[src/hw/rtl/flr_pkg.sv]
`timescale 1ns / 1ps

package flr_pkg;

    // One input beat: a single character of literal text.
    typedef struct packed {
        logic [7:0] char_code;
        logic       is_last;
    } t_flr_in;

    // One result beat: the verdict after the character.
    typedef struct packed {
        logic accepted;
        logic rejected;
        logic token_end;
    } t_flr_out;

    // Automaton states. Codes 13 to 15 are never entered.
    typedef enum logic [3:0] {
        ST_START        = 4'd0,
        ST_POINT        = 4'd1,
        ST_INT          = 4'd2,
        ST_DEAD         = 4'd3,
        ST_FRAC         = 4'd4,
        ST_INT_US       = 4'd5,
        ST_FRAC_US      = 4'd6,
        ST_INT_PT       = 4'd7,
        ST_EXP          = 4'd8,
        ST_SUFFIX       = 4'd9,
        ST_EXP_SIGN     = 4'd10,
        ST_EXP_DIG      = 4'd11,
        ST_EXP_US       = 4'd12
    } t_flr_state;

    // Character codes that the grammar looks for.
    localparam logic [7:0] CH_UNDERSCORE = 8'h5F;
    localparam logic [7:0] CH_POINT      = 8'h2E;
    localparam logic [7:0] CH_EXP_LO     = 8'h65;
    localparam logic [7:0] CH_EXP_UP     = 8'h45;
    localparam logic [7:0] CH_SUF_LO     = 8'h66;
    localparam logic [7:0] CH_SUF_UP     = 8'h46;
    localparam logic [7:0] CH_PLUS       = 8'h2B;
    localparam logic [7:0] CH_MINUS      = 8'h2D;
    localparam logic [7:0] CH_DIGIT_LO   = 8'h30;
    localparam logic [7:0] CH_DIGIT_HI   = 8'h39;

endpackage

[src/hw/rtl/float_literal_recognizer_core.sv]
`timescale 1ns / 1ps

// Path: a beat is taken into the input register and its verdict is then
// registered in the result register, once that register is free.
// Throughput: one character per cycle while the output is not stalled; the state
// register feedback through the next-state logic is the loop that sets that rate.
// Reset (synchronous, active low) returns the automaton to its start state
// and empties the input and result registers.
module float_literal_recognizer_core (
    input  logic              i_clk,
    input  logic              i_rst_n,
    input  logic              i_in_valid,
    output logic              o_in_stall,
    input  flr_pkg::t_flr_in  i_in,
    output logic              o_out_valid,
    input  logic              i_out_stall,
    output flr_pkg::t_flr_out o_out
);
    import flr_pkg::*;

    logic       r_in_valid;
    t_flr_in    r_in;
    logic       r_out_valid;
    t_flr_out   r_out;
    t_flr_state r_state;
    t_flr_state n_state;
    t_flr_state n_dfa;
    t_flr_out   n_out;
    logic       advance;
    logic       is_digit;
    logic       is_us;
    logic       is_pt;
    logic       is_exp;
    logic       is_suf;
    logic       is_sign;

    // The held character moves on when the result register is free or draining.
    assign advance    = r_in_valid && (!r_out_valid || !i_out_stall);
    assign o_in_stall = r_in_valid && !advance;

    // Character classes of the held beat.
    always_comb begin
        is_digit = (r_in.char_code >= CH_DIGIT_LO) && (r_in.char_code <= CH_DIGIT_HI);
        is_us    = (r_in.char_code == CH_UNDERSCORE);
        is_pt    = (r_in.char_code == CH_POINT);
        is_exp   = (r_in.char_code == CH_EXP_LO) || (r_in.char_code == CH_EXP_UP);
        is_suf   = (r_in.char_code == CH_SUF_LO) || (r_in.char_code == CH_SUF_UP);
        is_sign  = (r_in.char_code == CH_PLUS) || (r_in.char_code == CH_MINUS);
    end

    // Next state of the automaton; anything not listed falls to the dead state.
    always_comb begin
        n_dfa = ST_DEAD;
        unique case (r_state)
            ST_START: begin
                if (is_pt)         n_dfa = ST_POINT;
                else if (is_digit) n_dfa = ST_INT;
            end
            ST_POINT: begin
                if (is_digit) n_dfa = ST_FRAC;
            end
            ST_INT: begin
                if (is_digit)    n_dfa = ST_INT;
                else if (is_pt)  n_dfa = ST_INT_PT;
                else if (is_us)  n_dfa = ST_INT_US;
                else if (is_exp) n_dfa = ST_EXP;
                else if (is_suf) n_dfa = ST_SUFFIX;
            end
            ST_FRAC: begin
                if (is_digit)    n_dfa = ST_FRAC;
                else if (is_us)  n_dfa = ST_FRAC_US;
                else if (is_exp) n_dfa = ST_EXP;
                else if (is_suf) n_dfa = ST_SUFFIX;
            end
            ST_INT_US: begin
                if (is_us)         n_dfa = ST_INT_US;
                else if (is_digit) n_dfa = ST_INT;
            end
            ST_FRAC_US: begin
                if (is_us)         n_dfa = ST_FRAC_US;
                else if (is_digit) n_dfa = ST_FRAC;
            end
            ST_INT_PT: begin
                if (is_digit)    n_dfa = ST_FRAC;
                else if (is_suf) n_dfa = ST_SUFFIX;
                else if (is_exp) n_dfa = ST_EXP;
            end
            ST_EXP: begin
                if (is_digit)     n_dfa = ST_EXP_DIG;
                else if (is_sign) n_dfa = ST_EXP_SIGN;
            end
            ST_EXP_SIGN: begin
                if (is_digit) n_dfa = ST_EXP_DIG;
            end
            ST_EXP_DIG: begin
                if (is_digit)    n_dfa = ST_EXP_DIG;
                else if (is_us)  n_dfa = ST_EXP_US;
                else if (is_suf) n_dfa = ST_SUFFIX;
            end
            ST_EXP_US: begin
                if (is_digit)   n_dfa = ST_EXP_DIG;
                else if (is_us) n_dfa = ST_EXP_US;
            end
            default: begin
                n_dfa = ST_DEAD;
            end
        endcase
        // The last character of a token sends the automaton back to start.
        n_state = r_in.is_last ? ST_START : n_dfa;
    end

    // Verdict taken from the state after the current character.
    always_comb begin
        n_out.accepted  = (n_dfa == ST_FRAC) || (n_dfa == ST_INT_PT) ||
                          (n_dfa == ST_SUFFIX) || (n_dfa == ST_EXP_DIG);
        n_out.rejected  = (n_dfa == ST_DEAD);
        n_out.token_end = r_in.is_last;
    end

    // Control registers: stage valids and automaton state.
    always_ff @(posedge i_clk) begin
        if (!i_rst_n) begin
            r_in_valid  <= 1'b0;
            r_out_valid <= 1'b0;
            r_state     <= ST_START;
        end else begin
            if (!o_in_stall) begin
                r_in_valid <= i_in_valid;
            end
            if (advance) begin
                r_out_valid <= 1'b1;
                r_state     <= n_state;
            end else if (!i_out_stall) begin
                r_out_valid <= 1'b0;
            end
        end
    end

    // Payload registers.
    always_ff @(posedge i_clk) begin
        if (i_in_valid && !o_in_stall) begin
            r_in <= i_in;
        end
        if (advance) begin
            r_out <= n_out;
        end
    end

    assign o_out_valid = r_out_valid;
    assign o_out       = r_out;

    // A beat marked last leaves the automaton in its start state.
    a_last_restarts: assert property (@(posedge i_clk) disable iff (!i_rst_n)
        advance && r_in.is_last |=> r_state == ST_START)
        else $error("automaton did not restart after the last character");

    // Within a token, the rejected flag matches the state the automaton moved to.
    a_reject_tracks_state: assert property (@(posedge i_clk) disable iff (!i_rst_n)
        advance && !r_in.is_last |=> o_out.rejected == (r_state == ST_DEAD))
        else $error("rejected flag disagrees with automaton state");

    // Within a token, the accepted flag matches the state the automaton moved to.
    a_accept_tracks_state: assert property (@(posedge i_clk) disable iff (!i_rst_n)
        advance && !r_in.is_last |=> o_out.accepted == ((r_state == ST_FRAC) ||
            (r_state == ST_INT_PT) || (r_state == ST_SUFFIX) || (r_state == ST_EXP_DIG)))
        else $error("accepted flag disagrees with automaton state");

    // A result waiting on a stall is not overwritten by the next character.
    a_no_overwrite: assert property (@(posedge i_clk) disable iff (!i_rst_n)
        r_out_valid && i_out_stall |-> !advance)
        else $error("result register overwritten while stalled");

endmodule
[config.mk]
export PLATFORM = sky130hd
export DESIGN_NAME = float_literal_recognizer_core
export DESIGN_NICKNAME = d
export VERILOG_FILES = /design/src/hw/rtl/flr_pkg.sv /design/src/hw/rtl/float_literal_recognizer_core.sv
export SDC_FILE = /design/constraint.sdc
export NUM_CORES = 1
export LEC_CHECK = 0
export BUFFER_PORTS_ARGS = -buffer_cell sky130_fd_sc_hd__buf_2
export CAP_MARGIN = 25
export CORE_ASPECT_RATIO = 0.8
export CORE_UTILIZATION = 45
export DETAILED_ROUTE_END_ITERATION = 12
export PLACE_DENSITY = 0.74
export SLEW_MARGIN = 0
export SYNTH_ARGS = -nofsm -noshare
export SYNTH_HDL_FRONTEND = slang
export SYNTH_SLANG_ARGS = --single-unit
[constraint.sdc]
create_clock -name i_clk -period 2.6 [get_ports i_clk]
set_clock_uncertainty 0.2 [all_clocks]
set_input_delay 0.26 -clock i_clk [delete_from_list [all_inputs] [get_ports i_clk]]
set_output_delay 0.26 -clock i_clk [all_outputs]
set_load 0.1 [all_outputs]
==> results_tabular.tex, run 1 <==
\begin{tabular}{lr}
\hline
Metric & Value \\
\hline
\multicolumn{2}{l}{\textbf{Status}} \\
\quad Outcome & completed \\
\multicolumn{2}{l}{\textbf{Timing}} \\
\quad Headroom to the max-slew limit & 49.6\% \\
\quad Fin. Hold Viols & 0 \\
\quad Fin crit period & 2.51 ns \\
\quad Final setup vio count & 0 \\
\quad Fmax & 398 MHz \\
\quad Final Cycle Share & 96.6\% \\
\quad Final slew viol count & 0 \\
\quad Worst Max-Slew Pin Slew & 0.754 ns \\
\quad Setup TNS & 0 ns \\
\multicolumn{2}{l}{\textbf{Drt}} \\
\quad DRC viols & 0 \\
\quad Violation count after the first detailed-route iteration & 86 \\
\quad Aggregate routed wire length & 3120 µm \\
\quad Drt wl/cell & 15.8 µm \\
\quad Detailed-route via count & 1200 \\
\quad Antenna-violating nets left & 0 \\
\quad TritonRoute pass-1 iters & 4 \\
\quad Ratio of routed vias to standard cells & 6.06 \\
\multicolumn{2}{l}{\textbf{Setup path}} \\
\quad WS Path Type & reg -> reg \\
\quad Stage delay of the slowest cell on the critical path & 0.50 ns \\
\quad Sequence of cells on the critical path & nand4bb\_4 > or4\_4 > a211o\_1 > o211ai\_2 > mux2\_4 > a211oi\_2 \\
\quad Startpoint type of the worst setup path & flop \\
\quad CP max stage cell & sky130\_fd\_sc\_hd\_\_or4\_4 \\
\quad Data required time at the worst endpoint & 2.54 ns \\
\quad Worst R2R Start & r\_in[8]\$\_DFFE\_PP\_ \\
\quad Buffers \& Inverters on Critical Path & 0 \\
\quad Biggest fanout along the worst timing path & 4 \\
\quad Critical path endpoint category & flop \\
\quad Gate family responsible for the most delay along the worst path & simple AND/OR/NAND/NOR gates \\
\quad Arrival time at the worst endpoint & 2.45 ns \\
\quad Launch point of the worst path & r\_in[8]\$\_DFFE\_PP\_ \\
\multicolumn{2}{l}{\textbf{CTS}} \\
\quad Depth of the CTS H-tree & 1 \\
\quad Clock transition at path regs & approximately 0.10 ns \\
\quad Clock latency at the later pin of the worst-skew pair & 0.30 ns \\
\quad TritonCTS clock tree & done \\
\quad Root Buffer Master & sky130\_fd\_sc\_hd\_\_clkbuf\_4 \\
\quad Clock Sinks & 18 \\
\quad CTS Buffer Depth & 2 \\
\quad Number of clock buffers inserted by TritonCTS & 3 \\
\multicolumn{2}{l}{\textbf{GRT}} \\
\quad Maximum number of pins on one net before global-route repair & 18 \\
\quad GR Overflow Total & 0 \\
\quad Global-route wire length before repair & 5150 µm \\
\quad Global routing usage summed across all routing layers & $\sim$23\% \\
\quad Initial antenna violation count & 0 \\
\quad Vias in the first global route & $\sim$1100 \\
\multicolumn{2}{l}{\textbf{Yosys}} \\
\quad Leading register cell type out of synthesis & sky130\_fd\_sc\_hd\_\_edfxtp\_1 \\
\quad Warnings from Yosys & 0 \\
\quad Synthesized area per cell & 10.1 µm² \\
\quad Top cell type's share of synthesized area & 27.9\% \\
\quad Library cell with the highest instance count after synthesis & sky130\_fd\_sc\_hd\_\_edfxtp\_1 \\
\quad Share of synthesized area occupied by flip-flops and latches & 37.2\% \\
\quad Cell type with the largest total area after synthesis & sky130\_fd\_sc\_hd\_\_edfxtp\_1 \\
\quad Netlist area before placement & 0.00129 mm² \\
\quad Number of unique standard cell types used by synthesis & 63 \\
\quad Cells after synthesis & 128 \\
\quad Ranking of synthesized cells by area & sky130\_fd\_sc\_hd\_\_edfxtp\_1, sky130\_fd\_sc\_hd\_\_dfxtp\_1, sky130\_fd\_sc\_hd\_\_nor2\_1 \\
\quad Top post-synthesis cells by count & sky130\_fd\_sc\_hd\_\_edfxtp\_1, sky130\_fd\_sc\_hd\_\_nor2\_1, sky130\_fd\_sc\_hd\_\_nand2\_1 \\
\quad Post-synthesis register bit count & 18 \\
\quad Number of synthesized flops with an enable pin & 12 \\
\quad Syn\_nets & 141 \\
\quad Share of async-settable or async-resettable flops after synthesis & 0\% \\
\multicolumn{2}{l}{\textbf{Power}} \\
\quad Pwr Total & between 600 and 700 µW \\
\quad Static power due to leakage & 0.579 nW \\
\quad Power density relative to cell area & about 380 mW/mm² \\
\quad Maximum ir drop on the vdd rail & between 200 and 300 µV \\
\multicolumn{2}{l}{\textbf{Final layout}} \\
\quad Growth of design area from synthesis to finish & 24.2\% \\
\quad Layout net count & 176 \\
\quad Number of filler instances in the final layout & 198 \\
\quad Core occupancy in the finished layout & 62.2\% \\
\quad \# diodes & 0 \\
\quad Fraction of layout instances using a drive strength above 1 & about a third \\
\multicolumn{2}{l}{\textbf{Floorplan}} \\
\quad Die height & 49.9 µm \\
\quad Total I/O pin count & 18 \\
\quad Initial cell density of the core & about 50\% \\
\quad Die boundary width & 61.9 µm \\
\quad Floorplan Core Area & 0.00258 mm² \\
\quad Area enclosed by the die boundary & between 0.003 and 0.004 mm² \\
\quad Number of cell rows & 16 \\
\multicolumn{2}{l}{\textbf{Worst hold path}} \\
\quad Hold path startpoint & i\_rst\_n \\
\quad Class of the tightest hold or removal check & in -> reg \\
\multicolumn{2}{l}{\textbf{Placed design}} \\
\quad Number of port buffers & 17 \\
\quad Weighted congestion at the end of routability-driven global placement & 0.914 \\
\quad Post-DP HPWL & roughly 2200 µm \\
\multicolumn{2}{l}{\textbf{Job}} \\
\quad Number of max-cap violations & 0 \\
\hline
\end{tabular}
-- placed cells by master (no fill, tap or decap), drive strengths merged, types with 4 or more instances in the layout --
cell | netlist | routed
a21oi | 4 | 4
buf | 5 | 26
clkbuf | 1 | 4
dfxtp | 6 | 6
dlygate4sd3 | 0 | 10
edfxtp | 12 | 12
inv | 5 | 5
nand2 | 9 | 9
nor2 | 12 | 12
o21ai | 7 | 7
-- power by group --
| part | leakage, nW | switching (mW) | internal, mW |
|---|---|---|---|
| clock network | 0.0150 | 0.0831 | 0.0597 |
| logic | 0.400 | 0.0711 | 0.0506 |
| registers | 0.164 | 0.0161 | 0.321 |
| total | 0.579 | 0.170 | 0.432 |
-- stage by stage --
stage	instances	hold slack (ns)	setup WS [ns]	instance area (µm²)
2_1_floorplan	128	0.159	0.166	1290
3_3_place_gp	182	0.236	0.138	1440
3_5_place_dp	182	0.238	0.0744	1440
4_1_cts	196	0.0166	0.0391	1560
5_1_grt	198	0.00823	-0.00694	1610
6_report	198	0.0111	0.0882	1610
-- registers in the layout, summed over array words and instances (netlist names) --
register / count
n_out: 1
o_out: 3
o_out_valid: 1
r_in: 8
r_in_valid: 1
r_state: 4
-- what timing repair did --
item	CTS	global route
hold buffers	10	0
resized for setup	0	4
endpoints found under the setup margin	0	1
buffers inserted	0	2
hold endpoints to repair	10	0
-- area by class of cell --
type                            count  area, µm²  share of cell area [%]
Timing Repair Buffer               36        253                    15.7
Tap cell                           36       45.0                    2.81
Multi-Input combinational cell     99        782                    48.7
Inverter                            5       18.8                    1.17
Clock buffer                        4       26.3                    1.64
Sequential cell                    18        480                    29.9
-- final timing paths --
kind         cells after the start                       end  slack (ns)
max                              6        o_out[2]$_DFFE_PP_        0.09
min                              3   r_state[1]$_SDFFE_PN0P_        0.01
max reg2reg                      6        o_out[2]$_DFFE_PP_        0.09
min reg2reg                      2  o_out_valid$_SDFFE_PN0P_        0.31
-- per-layer routing --
| metal | wire (µm) | global-route usage [%] | up-vias |
|---|---|---|---|
| met3 | 197 | 2.36 | 4 |
| met2 | 1470 | 34.2 | 48 |
| li1 | - | - | 573 |
| met5 | 0 | 0 | - |
| met4 | 31 | 7.78 | 0 |
| met1 | 1420 | 33.4 | 575 |
-- cell families (layout without fill, tap and decap cells) --
kind of cell               Yosys count  count (layout)  share of synthesized area [%]
and+or+nand+nor                     51              51                           24.8
AOI/OAI and AO/OA                   44              44                           30.1
xor gates and xnor gates             2               2                           1.36
buffers and inverters               11              45                           4.65
adders and majority gates            1               1                          0.774
DFF                                 18              18                           37.2
muxes                                1               1                           1.16
-- tightest hold or removal path, cell delays in order --
cell and delay, ns:
sky130_fd_sc_hd__buf_2 0.09, sky130_fd_sc_hd__nand3_1 0.06, sky130_fd_sc_hd__o41ai_1 0.06
No activity file was read; power rests on OpenSTA's default activity.
==> inputs of run 2 (changes only) <==
--- a/config.mk
+++ b/config.mk
@@ -7,7 +7,6 @@
 export LEC_CHECK = 0
 export BUFFER_PORTS_ARGS = -buffer_cell sky130_fd_sc_hd__buf_2
 export CAP_MARGIN = 25
-export CORE_ASPECT_RATIO = 0.8
 export CORE_UTILIZATION = 45
 export DETAILED_ROUTE_END_ITERATION = 12
 export PLACE_DENSITY = 0.74
==> constraint.sdc (replaced) <==
create_clock -name i_clk -period 2.6 [get_ports i_clk]
set_clock_uncertainty 0.2 [all_clocks]
set_input_delay 0.52 -clock i_clk [delete_from_list [all_inputs] [get_ports i_clk]]
set_output_delay 0.52 -clock i_clk [all_outputs]
set_load 0.1 [all_outputs]
==> run 2 against run 1 <==
  * Critical path depth unchanged
  * Sequential share of layout area up 1.9 points
  * Sequential power about the same
  * Count of clock-buffer cells in the layout down 1
  * Setup slack worse by 0.050 ns
  * Core utilization down 6.9 points
  * First-iteration DRC count down 37%
  * Routed wire length down 3.2%
  * Critical endpoint unchanged
  * Largest power group unchanged
==> results_tabular.tex, run 2 (synthesis gave the netlist of run 1 again) <==
\begin{tabular}{lr}
\hline
Metric & Value \\
\hline
\multicolumn{2}{l}{\textbf{Drt}} \\
\quad Drt wl/cell & 16.3 µm (was 15.8 µm) \\
\quad Detailed-route via count & 1185 (was 1200) \\
\quad DRC viols & 0 (unchanged) \\
\quad Antenna-violating nets left & 0 (unchanged) \\
\quad TritonRoute pass-1 iters & 4 (unchanged) \\
\quad Ratio of routed vias to standard cells & 6.41 (was 6.06) \\
\quad Aggregate routed wire length & 3020 µm (was 3120 µm) \\
\quad Violation count after the first detailed-route iteration & 54 (was 86) \\
\multicolumn{2}{l}{\textbf{Setup path}} \\
\quad Arrival time at the worst endpoint & 2.48 ns (was 2.45 ns) \\
\quad Biggest fanout along the worst timing path & 5 (was 4) \\
\quad Worst R2R Start & r\_in[8]\$\_DFFE\_PP\_ (unchanged) \\
\quad Data required time at the worst endpoint & 2.52 ns (was 2.54 ns) \\
\quad Critical path endpoint category & flop (unchanged) \\
\quad Launch point of the worst path & r\_in[8]\$\_DFFE\_PP\_ (unchanged) \\
\quad WS Path Type & reg -> reg (unchanged) \\
\quad Startpoint type of the worst setup path & flop (unchanged) \\
\multicolumn{2}{l}{\textbf{Floorplan}} \\
\quad Die height & 55.6 µm (was 49.9 µm) \\
\quad Initial cell density of the core & 47.3\% (was 50.0\%) \\
\quad Number of cell rows & 19 (was 16) \\
\quad Area enclosed by the die boundary & 0.00309 mm² (about the same) \\
\quad Die boundary width & 55.6 µm (was 61.9 µm) \\
\quad Floorplan Core Area & 0.00273 mm² (was 0.00258 mm²) \\
\quad Total I/O pin count & 18 (unchanged) \\
\multicolumn{2}{l}{\textbf{Timing}} \\
\quad Fmax & 390 MHz (was 398 MHz) \\
\quad Final slew viol count & 0 (unchanged) \\
\quad Final critical-path setup slack & 0.0380 ns (was 0.0882 ns) \\
\quad Headroom to the max-slew limit & 67.2\% (was 49.6\%) \\
\quad Final Cycle Share & 98.5\% (was 96.6\%) \\
\quad Final setup vio count & 0 (unchanged) \\
\quad Post-route worst hold slack & 0.202 ns (was 0.0111 ns) \\
\quad Fin. Hold Viols & 0 (unchanged) \\
\quad Fin crit period & 2.56 ns (was 2.51 ns) \\
\quad Setup TNS & 0 ns (unchanged) \\
\quad Worst Max-Slew Pin Slew & 0.485 ns (was 0.754 ns) \\
\multicolumn{2}{l}{\textbf{GRT}} \\
\quad Vias in the first global route & 1125 (was 1097) \\
\quad Global-route wire length before repair & 4890 µm (was 5150 µm) \\
\quad Global routing usage summed across all routing layers & 20.3\% (was 22.8\%) \\
\quad GR Overflow Total & 0 (unchanged) \\
\quad Maximum number of pins on one net before global-route repair & 16 (was 18) \\
\quad Initial antenna violation count & 0 (unchanged) \\
\multicolumn{2}{l}{\textbf{Final layout}} \\
\quad Commonest cells after routing, fill and taps aside & sky130\_fd\_sc\_hd\_\_buf\_2, sky130\_fd\_sc\_hd\_\_edfxtp\_1, sky130\_fd\_sc\_hd\_\_nor2\_1, sky130\_fd\_sc\_hd\_\_buf\_4, sky130\_fd\_sc\_hd\_\_nand2\_1 (was sky130\_fd\_sc\_hd\_\_buf\_2, sky130\_fd\_sc\_hd\_\_edfxtp\_1, sky130\_fd\_sc\_hd\_\_nor2\_1) \\
\quad Fraction of layout instances using a drive strength above 1 & 35.7\% (was 33.3\%) \\
\quad Multi-input gate area in the final layout & 778 µm² (was 782 µm²) \\
\quad Largest reg by FF count & r\_in (unchanged) \\
\quad Area of all sequential standard cells & 480 µm² (unchanged) \\
\quad Growth of design area from synthesis to finish & 16.8\% (was 24.2\%) \\
\quad \# diodes & 0 (unchanged) \\
\quad Post-layout instance count excluding filler cells & 185 (was 198) \\
\quad Most common cell after layout, fill and taps aside & sky130\_fd\_sc\_hd\_\_buf\_2 (unchanged) \\
\quad Largest register FFs & 8 (unchanged) \\
\quad Number of filler instances in the final layout & 218 (was 198) \\
\quad Layout net count & 168 (was 176) \\
\multicolumn{2}{l}{\textbf{Placed design}} \\
\quad Post-DP HPWL & 2300 µm (was 2200 µm) \\
\quad Number of port buffers & 17 (unchanged) \\
\quad Weighted congestion at the end of routability-driven global placement & 0.952 (was 0.914) \\
\quad Cell total after placement & 180 (was 182) \\
\quad Setup slack after placement & 0.0414 ns (was 0.0744 ns) \\
\multicolumn{2}{l}{\textbf{CTS}} \\
\quad TritonCTS clock tree & done (unchanged) \\
\quad CTS Buffer Depth & 2 (unchanged) \\
\quad Clock transition at path regs & 0.09 ns (was 0.10 ns) \\
\quad Clock Sinks & 18 (unchanged) \\
\quad Number of clock buffers inserted by TritonCTS & 3 (unchanged) \\
\quad Root Buffer Master & sky130\_fd\_sc\_hd\_\_clkbuf\_4 (unchanged) \\
\quad Depth of the CTS H-tree & 1 (unchanged) \\
\quad Cts hold-fix bufs & 0 (was 10) \\
\quad Clock latency at the later pin of the worst-skew pair & 0.29 ns (was 0.30 ns) \\
\multicolumn{2}{l}{\textbf{Worst hold path}} \\
\quad Class of the tightest hold or removal check & in -> reg (unchanged) \\
\quad Hold path startpoint & i\_in[7] (was i\_rst\_n) \\
\multicolumn{2}{l}{\textbf{Power}} \\
\quad Static power due to leakage & 0.546 nW (was 0.579 nW) \\
\quad Maximum ir drop on the vdd rail & 345 µV (was 298 µV) \\
\quad Power density relative to cell area & 384 mW/mm² (was 375 mW/mm²) \\
\multicolumn{2}{l}{\textbf{Status}} \\
\quad Outcome & completed (unchanged) \\
\multicolumn{2}{l}{\textbf{Job}} \\
\quad Number of max-cap violations & 0 (unchanged) \\
\hline
\end{tabular}
==> run 2: final cells by class <==
cell class	count	area share, %
Sequential cell	18	31.8
Tap cell	31	2.57
Inverter	5	1.24
Clock inverter	1	0.249
Timing Repair Buffer	28	11.1
Clock buffer	3	1.49
Multi-Input combinational cell	99	51.5
==> run 2: final timing paths <==
check                             endpoint  slack (ns)  cells after the start
setup / recovery        o_out[2]$_DFFE_PP_        0.04                      6
hold / removal           r_in[7]$_DFFE_PP_        0.20                      1
setup reg to reg        o_out[2]$_DFFE_PP_        0.04                      6
hold reg to reg   o_out_valid$_SDFFE_PN0P_        0.32                      2
==> run 2: metrics by stage <==
stage / util, % / cell area (µm²) / power, mW
floorplan: - / 1290 / 0.420
global placement: 53.1 / 1450 / 0.446
detailed placement: 53.1 / 1450 / 0.449
CTS: 54.1 / 1480 / 0.583
global route: 55.2 / 1510 / 0.612
finish: 55.2 / 1510 / 0.580
==> run 2: critical path: stages (launching register included) <==
cell	delay (ns)
sky130_fd_sc_hd__edfxtp_1	0.46
sky130_fd_sc_hd__nand4bb_4	0.24
sky130_fd_sc_hd__or4_1	0.51
sky130_fd_sc_hd__a211o_1	0.29
sky130_fd_sc_hd__o211ai_2	0.11
sky130_fd_sc_hd__mux2_4	0.33
sky130_fd_sc_hd__a211oi_2	0.26
==> run 2: routing by layer <==
metal / vias up / wire length (µm) / global-route usage (%)
met5: - / 0 / 0
met4: 0 / 89 / 11.4
met3: 8 / 180 / 4.42
met2: 61 / 1490 / 33.2
met1: 557 / 1260 / 24.7
li1: 559 / - / -
==> run 2: repair_timing <==
action	in CTS	in global routing
hold endpoints to repair	0	0
setup buffers	0	1
gates resized for setup	0	3
endpoints found under the setup margin	0	1
==> run 2: where the power goes <==
group | total [mW] | leakage (nW) | internal, mW | switching [mW]
sequential | 0.338 | 0.164 | 0.321 | 0.0170
combinational | 0.109 | 0.367 | 0.0406 | 0.0680
clock | 0.133 | 0.0154 | 0.0558 | 0.0776
total | 0.580 | 0.546 | 0.418 | 0.163
